`config.mk`:
```
export PLATFORM = sky130hd
export DESIGN_NAME = chi_ctrl
export DESIGN_NICKNAME = d
export VERILOG_FILES = /design/src/sv/chi_pkg.sv /design/src/sv/chi_ctrl.sv
export SDC_FILE = /design/constraint.sdc
export NUM_CORES = 1
export LEC_CHECK = 0
export BUFFER_PORTS_ARGS = -buffer_cell sky130_fd_sc_hd__buf_2
export CAP_MARGIN = 5
export CORE_AREA = 2 2 39 41
export DETAILED_ROUTE_END_ITERATION = 7
export DIE_AREA = 0 0 41 43
export SKIP_CTS_REPAIR_TIMING = 1
export SKIP_LAST_GASP = 1
export SLEW_MARGIN = 20
export SYNTH_ARGS = -nofsm -noshare
export SYNTH_HDL_FRONTEND = slang
export SYNTH_SLANG_ARGS = --single-unit
```
`constraint.sdc`:
```
create_clock -name i_clk -period 1.2 [get_ports i_clk]
set_input_delay 0.12 -clock i_clk [delete_from_list [all_inputs] [get_ports i_clk]]
set_output_delay 0.12 -clock i_clk [all_outputs]
set_load 0.02 [all_outputs]
```
`src/sv/chi_pkg.sv`:
```
`timescale 1ns / 1ps
// chi_pkg: shared types and constants for the cuckoo hash insert unit
// field widths, result codes, slot layout, controller states, command/status structs
// no dependencies

package chi_pkg;

    // fixed field widths
    localparam int KEY_W  = 31;
    localparam int KICK_W = 8;
    localparam int ST_W   = 2;

    // defaults
    localparam int TABLE_SIZE_DEF = 11;
    localparam logic [KICK_W-1:0] MAX_KICKS_RST = 8'd16;

    // result codes
    typedef enum logic [ST_W-1:0] {
        ST_PLACED  = 2'd0,
        ST_PRESENT = 2'd1,
        ST_DROPPED = 2'd2
    } t_status;

    // one table slot
    typedef struct packed {
        logic             valid;
        logic [KEY_W-1:0] key;
    } t_slot;

    // controller states
    typedef enum logic [2:0] {
        S_CLEAR,
        S_IDLE,
        S_HASH1,
        S_HASH2,
        S_HASH3,
        S_READ,
        S_CHECK,
        S_EMIT
    } t_state;

    // controller to datapath
    typedef struct packed {
        logic    clr;
        logic    start;
        logic    mul1;
        logic    mul2;
        logic    mul3;
        logic    rd;
        logic    evict;
        logic    place;
        logic    set_st;
        t_status st;
        logic    load_out;
    } t_cmd;

    // datapath to controller
    typedef struct packed {
        logic clr_last;
        logic limit_hit;
        logic hit;
        logic dst_valid;
        logic cnt_zero;
        logic out_free;
    } t_sts;

endpackage

```
`src/sv/chi_ctrl.sv`:
```
`timescale 1ns / 1ps
// chi_ctrl: state machine sequencing clear pass, hashing, table lookup and eviction
// depends on chi_pkg

module chi_ctrl (
    input  logic          i_clk,
    input  logic          i_rst_n,
    input  logic          i_in_valid,
    input  chi_pkg::t_sts i_sts,
    output logic          o_in_ready,
    output chi_pkg::t_cmd o_cmd
);

    chi_pkg::t_state r_state;
    chi_pkg::t_state n_state;

    // state register
    always_ff @(posedge i_clk) begin
        if (!i_rst_n) begin
            r_state <= chi_pkg::S_CLEAR;
        end else begin
            r_state <= n_state;
        end
    end

    // next state
    always_comb begin
        n_state = r_state;
        case (r_state)
            chi_pkg::S_CLEAR: begin
                if (i_sts.clr_last) n_state = chi_pkg::S_IDLE;
            end
            chi_pkg::S_IDLE: begin
                if (i_in_valid) n_state = chi_pkg::S_HASH1;
            end
            chi_pkg::S_HASH1: begin
                n_state = i_sts.limit_hit ? chi_pkg::S_EMIT : chi_pkg::S_HASH2;
            end
            chi_pkg::S_HASH2: n_state = chi_pkg::S_HASH3;
            chi_pkg::S_HASH3: n_state = chi_pkg::S_READ;
            chi_pkg::S_READ:  n_state = chi_pkg::S_CHECK;
            chi_pkg::S_CHECK: begin
                if (!i_sts.hit && i_sts.dst_valid) n_state = chi_pkg::S_HASH1;
                else                               n_state = chi_pkg::S_EMIT;
            end
            chi_pkg::S_EMIT: begin
                if (i_sts.out_free) n_state = chi_pkg::S_IDLE;
            end
            default: n_state = chi_pkg::S_CLEAR;
        endcase
    end

    // command outputs
    always_comb begin
        o_cmd      = '0;
        o_cmd.st   = chi_pkg::ST_PLACED;
        o_in_ready = 1'b0;
        case (r_state)
            chi_pkg::S_CLEAR: o_cmd.clr = 1'b1;
            chi_pkg::S_IDLE: begin
                o_in_ready  = 1'b1;
                o_cmd.start = i_in_valid;
            end
            chi_pkg::S_HASH1: begin
                if (i_sts.limit_hit) begin
                    o_cmd.set_st = 1'b1;
                    o_cmd.st     = chi_pkg::ST_DROPPED;
                end else begin
                    o_cmd.mul1 = 1'b1;
                end
            end
            chi_pkg::S_HASH2: o_cmd.mul2 = 1'b1;
            chi_pkg::S_HASH3: o_cmd.mul3 = 1'b1;
            chi_pkg::S_READ:  o_cmd.rd   = 1'b1;
            chi_pkg::S_CHECK: begin
                if (i_sts.hit) begin
                    o_cmd.set_st = 1'b1;
                    o_cmd.st     = i_sts.cnt_zero ? chi_pkg::ST_PRESENT : chi_pkg::ST_PLACED;
                end else if (i_sts.dst_valid) begin
                    o_cmd.evict = 1'b1;
                end else begin
                    o_cmd.place  = 1'b1;
                    o_cmd.set_st = 1'b1;
                    o_cmd.st     = chi_pkg::ST_PLACED;
                end
            end
            chi_pkg::S_EMIT: o_cmd.load_out = i_sts.out_free;
            default: o_cmd = '0;
        endcase
    end

endmodule

```
==> flow_metrics.py <==
metrics = {
    "hold_path": {
        "min_delay_path_depth": 2,
        "hp-start": "i_rst_n",
        "hold-path-endpoint": "r_state[0]$_SDFFE_PN0P_",
        "hold_class": "in -> reg",
    },
    "layout": {
        "area.growth.synth_to_final_pct": 95.1,
        "reg_top3": "r_state: 3 flops",
        "non_filler_cells_final": 87,
        "largest_register": "r_state",
        "number_of_inserted_diodes": 0,
        "final.fill_count": 148,
        "nNetsFinal": 81,
        "fraction_of_layout_instances_using_a_drive_strength_above_1_pct": 64.8,
        "largest_reg_flops": 3,
    },
    "cts": {
        "clock_latency_ns": 0.23,
        "cts.path.max_buffers": 2,
        "root_buffer": "clkbuf_4",
        "cts.clk_slew.worst_paths_ns": 0.04,
        "cts_sinks": 3,
        "tritoncts": "done",
        "htree_num_levels": 1,
        "tritoncts.num_buffers": 3,
    },
    "critical_path": {
        "critical_path_rt_ns": 1.08,
        "worstSetupEndpointType": "output port",
        "reg2reg_to": "r_state[0]$_SDFFE_PN0P_",
        "worst_endpoint_data_arrival_time_ns": 1.18,
        "r2r_setup_slack_ns": 0.15,
        "setup.worst_path.class": "reg -> out",
        "r2r_cells": 3,
        "crit_fanout": 6,
        "startpoint_type": "flip-flop",
        "regToRegStartpoint": "r_state[0]$_SDFFE_PN0P_",
    },
    "global_route": {
        "grt_max_degree": 9,
        "grt_util_overall_pct": 9.94,
        "first_global_vias": 287,
        "overflow": 0,
        "grt_antenna_before_repair": 0,
        "grt_pass1_wl_um": 1150,
    },
    "timing": {
        "worstMarginPinSlew_ns": 0.217,
        "min_period_ns": 1.30,
        "fin_skew_ns": 0.00101,
        "final-setup-viol-count": 11,
        "max_clock_freq_mhz": 767,
        "slew_headroom_pct": 85.3,
        "timing.final.ws_setup_ns": -0.105,
        "slew_viol_final": 0,
        "layout_worst_path_cycle_share_pct": 109,
        "rsz0062_at_grt": "yes",
        "hold_viol": 0,
    },
    "yosys": {
        "ys_ff_latch": 3,
        "syn_avg_cell_area_um2": 7.27,
        "synth-adder-area-share_pct": 0,
        "synth_compound_area_share_pct": 21.3,
        "synth.top_cell.area_share_pct": 19.7,
        "yosysWarningCount": 0,
        "post_synthesis_simple_gate_area_fraction_pct": 52.0,
        "yosysMostFrequentCell": "nor2_1",
        "number_of_nets_produced_by_synthesis": 51,
        "post_synth_instance_area_um2": 305,
        "synthesis.instances": 42,
        "yosys-top-cells-area": "dfxtp_1, nor3_1, nand2b_1",
        "synth_ff_type": "dfxtp_1",
        "async_sr_flop_fraction_pct": 0,
        "yosysUniqueCellTypes": 21,
        "multiplexer_fraction_of_the_synthesized_cell_area_pct": 0,
        "yosys.area.top_type": "dfxtp_1",
        "combinational_family_with_the_most_area_after_synthesis": "simple AND/OR/NAND/NOR gates",
        "synth_edf_count": 0,
        "synth_seq_area_share_pct": 19.7,
        "synth_xor_xnor_area_share_pct": 0,
        "synthTopCellsByCount": "nor2_1, nand2_1, nor3_1",
    },
    "placed_design": {
        "placed_cell_count": 81,
        "post-dp-hpwl_um": 657,
        "dp_slack_ns": 0.0706,
        "quantity_of_i_o_buffers_inserted_on_ports": 21,
        "finalWeightedCongestion": 0.710,
    },
    "run_status": {
        "run_status": "finished with violations",
        "failed_checks": "setup timing",
    },
    "floorplanning": {
        "num_rows": 14,
        "floorplan.initialDensity_pct": 22.1,
        "floorplan.die.width_um": 41,
        "die_h_um": 43,
        "floorplan.core_area_um2": 1380,
        "top_level_ports": 22,
        "dieArea_um2": 1760,
    },
    "drt": {
        "drt_first_iter_violations": 0,
        "drt_drc_violations_left": 0,
        "vias_per_cell": 4.54,
        "drt_first_pass_iters": 1,
        "routedWlPerCell_um": 9.94,
        "antenna_violating_nets_post_route": 0,
        "vias": 395,
        "totalWireLength_um": 865,
    },
    "run": {
        "max-cap-violations": 0,
    },
    "power_and_ir_drop": {
        "max-vdd-ir-drop_mv": 0.452,
        "p_leak_nw": 0.284,
        "cell_area_power_density_nw_per_um2": 997,
    },
}
how the worst max path moves through the flow:
stage / from / endpoint / depth (start not counted)
global route: r_state[0]$_SDFFE_PN0P_ / o_cmd[2] / 3
floorplan: r_state[0]$_SDFFE_PN0P_ / o_cmd[10] / 3
global placement: r_state[0]$_SDFFE_PN0P_ / o_cmd[3] / 3
CTS: r_state[0]$_SDFFE_PN0P_ / o_cmd[3] / 3
finish: r_state[2]$_SDFFE_PN0P_ / o_cmd[2] / 3
detailed placement: r_state[0]$_SDFFE_PN0P_ / o_cmd[3] / 3
kinds of logic (layout without fill, tap and decap cells):
| group | Yosys count | after routing |
|---|---|---|
| flops | 3 | 3 |
| buf+inv | 4 | 33 |
| simple gates | 27 | 27 |
| compound gates | 8 | 8 |
placed cells by master (no fill, tap or decap), types with 3 or more instances in the layout:
master,instances
nor2_1,4
buf_6,6
nor3_1,3
buf_2,13
clkbuf_4,3
nand2_1,3
buf_4,9
critical path, stage by stage, from the launching register on:
cell and delay (ns):
dfxtp_2 0.34, buf_4 0.16, nor4bb_2 0.26, buf_4 0.18
area by class of cell:
class | instances | area, µm² | share of cell area (%)
multi-input combinational | 35 | 277 | 46.4
timing repair buffer | 28 | 200 | 33.6
sequential | 3 | 68.8 | 11.6
clock buffer | 4 | 26.3 | 4.41
tap | 16 | 20.0 | 3.36
inverter | 1 | 3.75 | 0.630
where the power goes:
group / internal, mW / total (mW) / switching (mW)
clock: 0.125 / 0.176 / 0.0514
sequential: 0.117 / 0.142 / 0.0252
combinational: 0.147 / 0.276 / 0.129
total: 0.388 / 0.594 / 0.206
per-layer routing:
metal / global-route usage [%] / share of wire [%] / vias to the layer above
met5: 0 / 0 / -
met4: 8.00 / 0 / 0
met3: 3.66 / 8.9 / 0
met2: 14.1 / 52 / 15
met1: 11.3 / 39 / 173
li1: - / - / 207
per-stage QoR:
step / utilization, % / hold slack (ns) / TNS, ns / power, mW / instance area (µm²)
final: 43.0 / 0.137 / -0.614 / 0.594 / 596
after global placement: 34.4 / 0.390 / 0 / 0.362 / 475
after floorplan: - / 0.248 / 0 / 0.286 / 330
after global routing: 43.0 / 0.140 / -1.47 / 0.649 / 596
after detailed placement: 34.4 / 0.385 / 0 / 0.363 / 475
after CTS: 36.3 / 0.134 / -1.56 / 0.553 / 502
Power figures use the tool's default switching activity.
